**config.mk**
```make
export PLATFORM = sky130hd
export DESIGN_NAME = camera_frame_parser_core
export DESIGN_NICKNAME = d
export VERILOG_FILES = /design/src/sv/cfp_pkg.sv /design/src/sv/cfp_cell.sv /design/src/sv/cfp_ctrl.sv /design/src/sv/camera_frame_parser_core.sv
export SDC_FILE = /design/constraint.sdc
export NUM_CORES = 1
export LEC_CHECK = 0
export BUFFER_PORTS_ARGS = -buffer_cell sky130_fd_sc_hd__clkbuf_2
export CORE_MARGIN = 8
export CORE_UTILIZATION = 45
export CTS_BUF_LIST = sky130_fd_sc_hd__clkbuf_8
export DETAILED_ROUTE_END_ITERATION = 6
export MAX_ROUTING_LAYER = met4
export PLACE_DENSITY = 0.66
export RECOVER_POWER = 50
export SYNTH_ARGS = -nofsm -noshare
export SYNTH_HDL_FRONTEND = slang
export SYNTH_SLANG_ARGS = --single-unit
```
**constraint.sdc**
```tcl
create_clock -name aclk -period 12.93 [get_ports aclk]
set_input_delay 2.586 -clock aclk [delete_from_list [all_inputs] [get_ports aclk]]
set_output_delay 2.586 -clock aclk [all_outputs]
set_load 0.02 [all_outputs]
```
**src/sv/cfp_pkg.sv**
```systemverilog
// Package for the camera frame parser.
// Holds the frame byte codes, the field window span and the control struct.
// No dependencies.
`default_nettype none
package cfp_pkg;

    localparam logic [7:0] HEAD_ONE   = 8'h2C;
    localparam logic [7:0] HEAD_TWO   = 8'h12;
    localparam logic [7:0] END_MARK   = 8'h5B;

    // bytes that make up one result: ten fields plus the final byte
    localparam int unsigned FIELD_SPAN = 11;
    localparam int unsigned TAP_COUNT  = FIELD_SPAN - 1;

    typedef logic [7:0] byte_t;

    typedef struct packed {
        logic hold;    // accepted byte goes into the frame store
        logic emit;    // accepted byte ends a frame long enough to report
        logic marker;  // frame ended on the terminator byte
    } ctrl_t;

endpackage : cfp_pkg
`default_nettype wire

```
**src/sv/cfp_cell.sv**
```systemverilog
// One byte cell of the frame shift line.
// Uses cfp_pkg for the byte type.
`default_nettype none
module cfp_cell
    import cfp_pkg::*;
(
    input  wire   aclk,
    input  wire   shift_en,
    input  byte_t d_in,
    output byte_t q
);

    byte_t q_reg;
    byte_t q_next;

    always_comb begin
        q_next = shift_en ? d_in : q_reg;
    end

    always_ff @(posedge aclk) begin
        q_reg <= q_next;
    end

    assign q = q_reg;

endmodule : cfp_cell
`default_nettype wire

```
**src/sv/cfp_ctrl.sv**
```systemverilog
// Frame phase and byte count tracking for the camera frame parser.
// Uses cfp_pkg for byte codes and the control struct.
`default_nettype none
module cfp_ctrl
    import cfp_pkg::*;
#(
    parameter int unsigned FRAME_MAX = 16
) (
    input  wire   aclk,
    input  wire   aresetn,
    input  wire   accept,
    input  byte_t rx_byte,
    output ctrl_t ctrl
);

    localparam int unsigned CW = $clog2(FRAME_MAX + 1);

    localparam logic [1:0] PH_IDLE = 2'd0;
    localparam logic [1:0] PH_HEAD = 2'd1;
    localparam logic [1:0] PH_BODY = 2'd2;
    localparam logic [1:0] PH_DONE = 2'd3;

    logic [1:0]    phase_reg;
    logic [1:0]    phase_next;
    logic [CW-1:0] count_reg;
    logic [CW-1:0] count_next;
    logic [CW-1:0] count_inc;
    logic          is_mark;
    logic          at_end;

    assign count_inc = count_reg + CW'(1);
    assign is_mark   = (rx_byte == END_MARK);
    assign at_end    = (count_inc >= CW'(FRAME_MAX)) || is_mark;

    always_comb begin
        phase_next  = phase_reg;
        count_next  = count_reg;
        ctrl.hold   = 1'b0;
        ctrl.emit   = 1'b0;
        ctrl.marker = is_mark;
        if (accept) begin
            case (phase_reg)
                PH_IDLE: begin
                    if (rx_byte == HEAD_ONE) begin
                        ctrl.hold  = 1'b1;
                        count_next = count_inc;
                        phase_next = PH_HEAD;
                    end else begin
                        count_next = '0;
                    end
                end
                PH_HEAD: begin
                    if (rx_byte == HEAD_TWO) begin
                        ctrl.hold  = 1'b1;
                        count_next = count_inc;
                        phase_next = PH_BODY;
                    end else begin
                        count_next = '0;
                        phase_next = PH_IDLE;
                    end
                end
                PH_BODY: begin
                    // count stays below FRAME_MAX here, so the byte always fits
                    ctrl.hold  = 1'b1;
                    count_next = count_inc;
                    if (at_end) begin
                        phase_next = PH_DONE;
                        ctrl.emit  = (count_inc >= CW'(FIELD_SPAN));
                    end
                end
                default: begin
                    // swallow the byte after a frame end
                    count_next = '0;
                    phase_next = PH_IDLE;
                end
            endcase
        end
    end

    always_ff @(posedge aclk) begin
        if (!aresetn) begin
            phase_reg <= PH_IDLE;
            count_reg <= '0;
        end else begin
            phase_reg <= phase_next;
            count_reg <= count_next;
        end
    end

endmodule : cfp_ctrl
`default_nettype wire

```
**src/sv/camera_frame_parser_core.sv**
```systemverilog
// Camera frame parser: takes one serial byte per item and reports the ten
// field bytes of each frame. A frame opens with 0x2C 0x12 and closes on the
// terminator 0x5B or when FRAME_MAX bytes (header included) are held; the
// ten bytes just before the closing byte are given out as one result, and
// frames under 11 bytes give none. The byte after a frame end is dropped.
// The bytes move down a row of ten byte cells, and a result sits in an output
// register, so a byte is accepted every cycle unless a result is waiting and
// m_ready is low. A result appears in the cycle after its closing byte is
// accepted. Depends on cfp_pkg, cfp_cell, cfp_ctrl.
`default_nettype none
module camera_frame_parser_core
    import cfp_pkg::*;
#(
    parameter int unsigned FRAME_MAX = 16
) (
    input  wire        aclk,
    input  wire        aresetn,
    input  wire        s_valid,
    output logic       s_ready,
    input  wire  [7:0] s_rx_byte,
    output logic       m_valid,
    input  wire        m_ready,
    output logic [7:0] m_pos_x,
    output logic [7:0] m_pos_y,
    output logic [7:0] m_box_width,
    output logic [7:0] m_box_height,
    output logic [7:0] m_quality,
    output logic [7:0] m_error_code,
    output logic [7:0] m_spare_one,
    output logic [7:0] m_spare_two,
    output logic [7:0] m_spare_three,
    output logic [7:0] m_spare_four,
    output logic       m_ended_by_marker
);

    logic  accept;
    ctrl_t ctrl;
    byte_t tap [TAP_COUNT];

    logic  m_valid_reg;
    logic  m_valid_next;
    byte_t field_reg [TAP_COUNT];
    logic  marker_reg;

    assign s_ready = !m_valid_reg || m_ready;
    assign accept  = s_valid && s_ready;

    cfp_ctrl #(
        .FRAME_MAX (FRAME_MAX)
    ) u_ctrl (
        .aclk    (aclk),
        .aresetn (aresetn),
        .accept  (accept),
        .rx_byte (s_rx_byte),
        .ctrl    (ctrl)
    );

    // tap[0] holds the newest stored byte, tap[TAP_COUNT-1] the oldest
    for (genvar i = 0; i < TAP_COUNT; i++) begin : g_cell
        if (i == 0) begin : g_head
            cfp_cell u_cell (
                .aclk     (aclk),
                .shift_en (ctrl.hold),
                .d_in     (s_rx_byte),
                .q        (tap[i])
            );
        end else begin : g_body
            cfp_cell u_cell (
                .aclk     (aclk),
                .shift_en (ctrl.hold),
                .d_in     (tap[i-1]),
                .q        (tap[i])
            );
        end
    end

    always_comb begin
        m_valid_next = m_valid_reg;
        if (m_ready) begin
            m_valid_next = 1'b0;
        end
        if (ctrl.emit) begin
            m_valid_next = 1'b1;
        end
    end

    always_ff @(posedge aclk) begin
        if (!aresetn) begin
            m_valid_reg <= 1'b0;
        end else begin
            m_valid_reg <= m_valid_next;
        end
    end

    // load the window of ten bytes before the closing byte
    always_ff @(posedge aclk) begin
        if (ctrl.emit) begin
            for (int k = 0; k < TAP_COUNT; k++) begin
                field_reg[k] <= tap[TAP_COUNT-1-k];
            end
            marker_reg <= ctrl.marker;
        end
    end

    assign m_valid           = m_valid_reg;
    assign m_pos_x           = field_reg[0];
    assign m_pos_y           = field_reg[1];
    assign m_box_width       = field_reg[2];
    assign m_box_height      = field_reg[3];
    assign m_quality         = field_reg[4];
    assign m_error_code      = field_reg[5];
    assign m_spare_one       = field_reg[6];
    assign m_spare_two       = field_reg[7];
    assign m_spare_three     = field_reg[8];
    assign m_spare_four      = field_reg[9];
    assign m_ended_by_marker = marker_reg;

    a_no_valid_after_reset: assert property (@(posedge aclk)
        !aresetn |=> !m_valid)
        else $error("result valid right after reset");

    a_rise_needs_accept: assert property (@(posedge aclk) disable iff (!aresetn)
        $rose(m_valid) |-> $past(s_valid && s_ready))
        else $error("result appeared without an accepted item");

    a_emit_only_on_accept: assert property (@(posedge aclk) disable iff (!aresetn)
        ctrl.emit |-> accept && ctrl.hold)
        else $error("frame end reported without a stored byte");

    a_no_overwrite: assert property (@(posedge aclk) disable iff (!aresetn)
        (m_valid && !m_ready) |=> (m_valid && $stable(m_pos_x) && $stable(m_spare_four)))
        else $error("waiting result was lost or overwritten");

endmodule : camera_frame_parser_core
`default_nettype wire
```
; After elaboration in Yosys (flattened, before gate mapping)
; Memories as Yosys holds them, arrays and structs flattened.
; Cells that the tools add are included.
[classes]
n_addsub = 1
n_lt_le_gt_ge = 2
n_eq_ne = 7
mux = 17
reduce_logical = 7
[op_table]
columns = operator, count
row1 = one-hot mux 5 bit (3 select lines), 1
row2 = two-way mux 5 bit, 2
row3 = "== test 8 x 5 -> 1 bit, second input constant", 1
row4 = "== test 8 x 6 -> 1 bit, second input constant", 1
row5 = "== test 8 x 7 -> 1 bit, second input constant", 1
row6 = two-way mux 1 bit, 8
row7 = two-way mux 2 bit, 4
row8 = one-hot mux 2 bit (3 select lines), 1
row9 = "adder 5 x 1 -> 5 bit, second input constant", 1
row10 = ">= comparator 5 x 4 -> 1 bit, second input constant", 1
row11 = ">= comparator 5 bit, second input constant", 1
row12 = "inequality test 2 x 1 -> 1 bit, second input constant", 2
row13 = one-hot mux 1 bit (3 select lines), 1
row14 = AND reduction 3 bit, 1
row15 = "== test 2 x 1 -> 1 bit, second input constant", 1
row16 = "== test 2 bit, second input constant", 1
row17 = zero test 2 bit, 1
row18 = logical OR 1 bit, 2
row19 = nonzero test 2 bit, 1
row20 = logical AND 1 bit, 1
row21 = zero test 1 bit, 1
[word_totals]
reg_bits = 89
mem_bits_rw = 80
input_bits = 12
out_inout_bits = 83
elab_cells = 49
mem_count = 1
[memory_table]
columns = memory, words, word_bits, rd, rd_clocked_by_memory_dff, wr, line
row1 = field_reg, 10, 8, 10, 0, 10, camera_frame_parser_core.sv:42  ; byte_t field_reg [TAP_COUNT];

; Depth between registers and ports, before layout
[depth]
ltp_word = 8
ltp_mapped = 6

; Modules after synthesis
; From an unflattened synthesis, not the netlist that was laid out.
[hier_totals]
cells_unflattened = 225
hier_area_um2 = 5378.9
[modules_own_cells]
columns = mod, instances, cells_each, area_each_um2, seq_area_each_um2
row1 = camera_frame_parser_core, 1, 86, 2489.9, 2452.4
row2 = cfp_cell, 10, 8, 240.2, 240.2
row3 = cfp_ctrl, 1, 59, 486.7, 140.1

; Worst setup path after synthesis
; No wires, ideal clock.
[synth_timing]
path_kind = input to register
from = input s_rx_byte[2]
to = memory field_reg[0][0] (netlist name) (enable)
setup_ns = 0.565
arrival_ns = 7.588
slack_ns = 4.778
path_stages = 4
path_buffers = 0
path_cell_list = nand3b_4 > nor4_4 > a31oi_1 > nor4b_2
[synth_rtl]
columns = element, line
row1 = start: declaration, camera_frame_parser_core.sv:20  ; input wire [7:0] s_rx_byte,
row2 = end: declaration, camera_frame_parser_core.sv:42

; Worst setup path after layout
[layout_timing]
from = input m_ready
to = output s_ready
[layout_via]
elab_chain_len = 1
[layout_rtl]
columns = element, line
row1 = start: declaration, camera_frame_parser_core.sv:22  ; input wire m_ready,
row2 = logical OR 1 bit, camera_frame_parser_core.sv:45  ; assign s_ready = !m_valid_reg || m_ready;
row3 = end: declaration, camera_frame_parser_core.sv:19  ; output logic s_ready,
; Every way passes these cells.

==> impl_results.html <==
<table>
<tr><th>Metric</th><th>Value</th></tr>
<tr><th colspan="2">Run status</th></tr>
<tr><td>Status</td><td>finished clean</td></tr>
<tr><th colspan="2">Synth</th></tr>
<tr><td>Post-synthesis async set-or-reset flop share</td><td>0%</td></tr>
<tr><td>Dominant cells by area after synthesis</td><td>sky130_fd_sc_hd__edfxtp_1, sky130_fd_sc_hd__dfxtp_1, sky130_fd_sc_hd__nand3_1</td></tr>
<tr><td>Number of storage elements in the synthesis netlist</td><td>169</td></tr>
<tr><td>Number of library cell types mapped by synthesis</td><td>33</td></tr>
<tr><td>Cell type with the highest aggregate area in the netlist</td><td>sky130_fd_sc_hd__edfxtp_1</td></tr>
<tr><td>Dominant synthesized flop cell</td><td>sky130_fd_sc_hd__edfxtp_1</td></tr>
<tr><td>Syn_nets</td><td>239</td></tr>
<tr><td>Count of synthesis-stage warnings from yosys</td><td>0</td></tr>
<tr><td>Syn Area/Cell</td><td>23.9 µm²</td></tr>
<tr><td>Share of Yosys cell area claimed by the top area cell type</td><td>89.7%</td></tr>
<tr><td>Cell area after synthesis</td><td>5390 µm²</td></tr>
<tr><td>Gate count after technology mapping</td><td>225</td></tr>
<tr><td>Sequential share of the synthesized area</td><td>92.7%</td></tr>
<tr><td>Number of synthesized flops with an enable pin</td><td>161</td></tr>
<tr><th colspan="2">Power and ir drop</th></tr>
<tr><td>Power per standard cell area</td><td>144 nW/µm²</td></tr>
<tr><td>Power share of the sequential group</td><td>64.9%</td></tr>
<tr><td>Leak</td><td>0.00208 µW</td></tr>
<tr><td>Part of the total power dissipated in the clock network</td><td>34.6%</td></tr>
<tr><td>Switching part of the total power</td><td>19.0%</td></tr>
<tr><td>Worst IR drop on VDD</td><td>47.5 µV</td></tr>
<tr><td>Switching component of the power</td><td>173 µW</td></tr>
<tr><td>Cell internal power dissipation</td><td>737 µW</td></tr>
<tr><td>Share of power burned in combinational logic</td><td>0.6%</td></tr>
<tr><th colspan="2">Clock tree</th></tr>
<tr><td>Cts hold-fix bufs</td><td>0</td></tr>
<tr><td># clock sinks</td><td>169</td></tr>
<tr><td>Later-pin clock latency in the skew report</td><td>0.43 ns</td></tr>
<tr><td>Inserted Clock Buffers</td><td>17</td></tr>
<tr><td>H-tree levels</td><td>4</td></tr>
<tr><td>Clock input transition at the sequential cells of the worst setup and hold paths</td><td>0.07 ns</td></tr>
<tr><td>Maximum number of buffers from clock root to sink</td><td>2</td></tr>
<tr><td>Cts repair resizes</td><td>0</td></tr>
<tr><td>CTS tree</td><td>done</td></tr>
<tr><td>Post-CTS repair timing setup buffer count</td><td>0</td></tr>
<tr><td>Root Buffer</td><td>sky130_fd_sc_hd__clkbuf_8</td></tr>
<tr><th colspan="2">Placed design</th></tr>
<tr><td>Count of buffers inserted at the top-level ports</td><td>94</td></tr>
<tr><td>Routability Congestion</td><td>0.784</td></tr>
<tr><td>Post-detailed-placement half-perimeter wirelength</td><td>5440 µm</td></tr>
<tr><td>Number of placed instances with taps included</td><td>466</td></tr>
<tr><td>Pre-CTS WS</td><td>7.21 ns</td></tr>
<tr><th colspan="2">Worst setup path</th></tr>
<tr><td>Critical Path Source</td><td>m_ready</td></tr>
<tr><td>CP most frequent cell</td><td>sky130_fd_sc_hd__clkbuf_2</td></tr>
<tr><td>Critical Path RT</td><td>10.34 ns</td></tr>
<tr><td>Delay contributed by the slowest stage of the critical path</td><td>0.19 ns</td></tr>
<tr><td>Critical Path AT</td><td>3.03 ns</td></tr>
<tr><td>Critical path peak fanout</td><td>5</td></tr>
<tr><td>Source of the worst register-to-register timing path</td><td>u_ctrl.count_reg[0]</td></tr>
<tr><td>Buffer and inverter count on the worst path</td><td>2</td></tr>
<tr><td>Dominant delay contributor by cell family on the critical path</td><td>buffers and inverters</td></tr>
<tr><td>Launching element type of the critical path</td><td>input pin</td></tr>
<tr><td>Critical path, cell by cell</td><td>clkbuf_2, nand2b_1, clkbuf_2</td></tr>
<tr><td>Classification of the worst setup path</td><td>input pin to output pin</td></tr>
<tr><td>Cell with the largest stage delay on the worst path</td><td>sky130_fd_sc_hd__nand2b_1</td></tr>
<tr><td>Crit end category</td><td>output pin</td></tr>
<tr><th colspan="2">Detailed routing</th></tr>
<tr><td>1st-iter DRT viols</td><td>202</td></tr>
<tr><td>Top sig layer</td><td>met4</td></tr>
<tr><td>Metal-1 WL</td><td>3800 µm</td></tr>
<tr><td>Remaining antenna violation count after routing</td><td>0</td></tr>
<tr><td>Routed wire length on met3</td><td>686 µm</td></tr>
<tr><td>Detail Route met2 WL</td><td>3980 µm</td></tr>
<tr><td>DRC Markers</td><td>0</td></tr>
<tr><td>Vias per cell</td><td>4.87</td></tr>
<tr><td>Number of detailed-routing iterations run before antenna repair</td><td>4</td></tr>
<tr><td>Total detailed-routing wirelength</td><td>8580 µm</td></tr>
<tr><td>Vias post-DR</td><td>2,426</td></tr>
<tr><td>Drt wl/cell</td><td>17.2 µm</td></tr>
<tr><th colspan="2">Floorplanning</th></tr>
<tr><td>Initial cell density of the core</td><td>45.4%</td></tr>
<tr><td>Die W</td><td>125 µm</td></tr>
<tr><td>Die extent in y</td><td>125 µm</td></tr>
<tr><td>Boundary pin count</td><td>95</td></tr>
<tr><td>Row Count</td><td>40</td></tr>
<tr><td>Area enclosed by the die boundary</td><td>15,700 µm²</td></tr>
<tr><td>Core Area</td><td>11,900 µm²</td></tr>
<tr><th colspan="2">Timing</th></tr>
<tr><td>Unrepaired setup endpoints after global routing</td><td>no</td></tr>
<tr><td>Slew at the pin with the worst max-slew slack</td><td>1.18 ns</td></tr>
<tr><td>Maximum clock rate</td><td>178 MHz</td></tr>
<tr><td>Max Slew Vio Count</td><td>0</td></tr>
<tr><td>Final setup margin</td><td>7.31 ns</td></tr>
<tr><td>Final setup violating endpoints</td><td>0</td></tr>
<tr><td>Fin Setup TNS</td><td>0 ns</td></tr>
<tr><td>Remaining max-slew budget at the tightest pin</td><td>20.8%</td></tr>
<tr><td>Hold slack final</td><td>0.422 ns</td></tr>
<tr><td>Clock skew</td><td>0.0110 ns</td></tr>
<tr><td>Share of the clock period used by the worst path after layout</td><td>43.4%</td></tr>
<tr><td>Number of endpoints with negative hold slack in the final report</td><td>0</td></tr>
<tr><td>Tmin final</td><td>5.62 ns</td></tr>
<tr><th colspan="2">Final layout</th></tr>
<tr><td>Final nets</td><td>352</td></tr>
<tr><td>Fin cells</td><td>498</td></tr>
<tr><td>Area growth from synthesis to layout</td><td>17.0%</td></tr>
<tr><td>Fill cell total of the finished layout</td><td>944</td></tr>
<tr><td>Fraction of layout instances using a drive strength above 1</td><td>21.7%</td></tr>
<tr><td>Number of diodes added for antenna fixing</td><td>0</td></tr>
<tr><td>Max reg flops</td><td>80</td></tr>
<tr><th colspan="2">Hold path</th></tr>
<tr><td>Hold Path Origin</td><td>g_cell[9].g_body.u_cell.q[5]</td></tr>
<tr><td>Type of the most critical hold path</td><td>register to register</td></tr>
<tr><th colspan="2">Run</th></tr>
<tr><td>Number of max-cap violations</td><td>0</td></tr>
<tr><th colspan="2">Global route</th></tr>
<tr><td>GRT Total Usage</td><td>11.3%</td></tr>
<tr><td>Pin count of the biggest net entering global routing</td><td>65</td></tr>
<tr><td>Number of antenna violations at the first check in global routing</td><td>0</td></tr>
<tr><td>Vias in the first global route</td><td>2,523</td></tr>
<tr><td>Wire length of the first global-routing pass</td><td>13,500 µm</td></tr>
<tr><td>Grt total ovfl</td><td>0</td></tr>
</table>
-- worst register-to-register path, stage by stage (launching register included) --
cell	delay (ns)
sky130_fd_sc_hd__dfxtp_1	0.40
sky130_fd_sc_hd__ha_1	0.26
sky130_fd_sc_hd__nand3_1	0.11
sky130_fd_sc_hd__xnor2_1	0.35
sky130_fd_sc_hd__a31oi_1	0.12
sky130_fd_sc_hd__nor4b_4	1.04
sky130_fd_sc_hd__buf_4	0.81
-- layout make-up --
type / instances / area, µm² / share of cell area, %
flip-flops and latches: 169 / 4990 / 79.2
multi-input cells: 51 / 355 / 5.63
inverters: 3 / 11.3 / 0.179
repair buffers: 96 / 429 / 6.81
clock inverters: 15 / 97.6 / 1.55
well taps: 147 / 184 / 2.92
clock buffers: 17 / 234 / 3.71
-- placed cells by master, fill, tap and decap left out, types with 2 or more instances in the layout --
master / instances
sky130_fd_sc_hd__o21ai_0: 4
sky130_fd_sc_hd__a21oi_1: 2
sky130_fd_sc_hd__nand4_1: 3
sky130_fd_sc_hd__clkinv_1: 4
sky130_fd_sc_hd__nand2_1: 4
sky130_fd_sc_hd__xnor2_1: 2
sky130_fd_sc_hd__clkbuf_8: 17
sky130_fd_sc_hd__o211ai_1: 2
sky130_fd_sc_hd__clkbuf_1: 45
sky130_fd_sc_hd__nor2_1: 2
sky130_fd_sc_hd__clkbuf_2: 49
sky130_fd_sc_hd__ha_1: 2
sky130_fd_sc_hd__nand3_1: 10
sky130_fd_sc_hd__buf_4: 2
sky130_fd_sc_hd__dfxtp_1: 8
sky130_fd_sc_hd__nor4_1: 2
sky130_fd_sc_hd__inv_1: 9
sky130_fd_sc_hd__edfxtp_1: 161
-- power groups by stage --
stage	registers, µW	clock network (µW)	logic [µW]
2_1_floorplan	603	0	2.57
3_3_place_gp	603	0	5.76
3_5_place_dp	603	0	6.24
4_1_cts	590	325	6.23
5_1_grt	590	345	5.81
6_report	590	314	5.36
-- logic make-up after synthesis --
group / synth area share [%]
compound gates: 1.97
xor+xnor: 0.325
fa+ha+maj: 0.464
buf+inv: 0.348
flops: 92.7
simple gates: 4.18
-- per-stage QoR --
step           power (µW)  util [%]  area (µm²)
2_1_floorplan         605         -        5390
3_3_place_gp          608      51.1        6070
3_5_place_dp          609      51.1        6070
4_1_cts               922      53.9        6400
5_1_grt               941      53.2        6310
6_report              910      53.2        6310
-- Yosys cell counts (2+ instances only) --
master	number
sky130_fd_sc_hd__nand4_1	3
sky130_fd_sc_hd__nor2_1	3
sky130_fd_sc_hd__edfxtp_1	161
sky130_fd_sc_hd__o211ai_1	2
sky130_fd_sc_hd__dfxtp_1	8
sky130_fd_sc_hd__nand2_1	4
sky130_fd_sc_hd__xnor2_1	2
sky130_fd_sc_hd__clkbuf_1	2
sky130_fd_sc_hd__inv_1	3
sky130_fd_sc_hd__o21ai_0	4
sky130_fd_sc_hd__ha_1	2
sky130_fd_sc_hd__nand3_1	10
-- final timing paths --
kind              depth (start not counted)  slack, ns              end
setup / recovery                          3       7.31          s_ready
hold / removal                            0       0.42  field_reg[0][5]
setup reg to reg                          6       9.45  field_reg[8][5]
hold reg to reg                           0       0.42  field_reg[0][5]
-- per-layer routing --
layer,track usage (%),up-vias
li1,-,1132
met1,13.4,1188
met2,16.2,95
met3,5.10,11
met4,5.59,0
met5,-,-
Power figures use the tool's default switching activity.
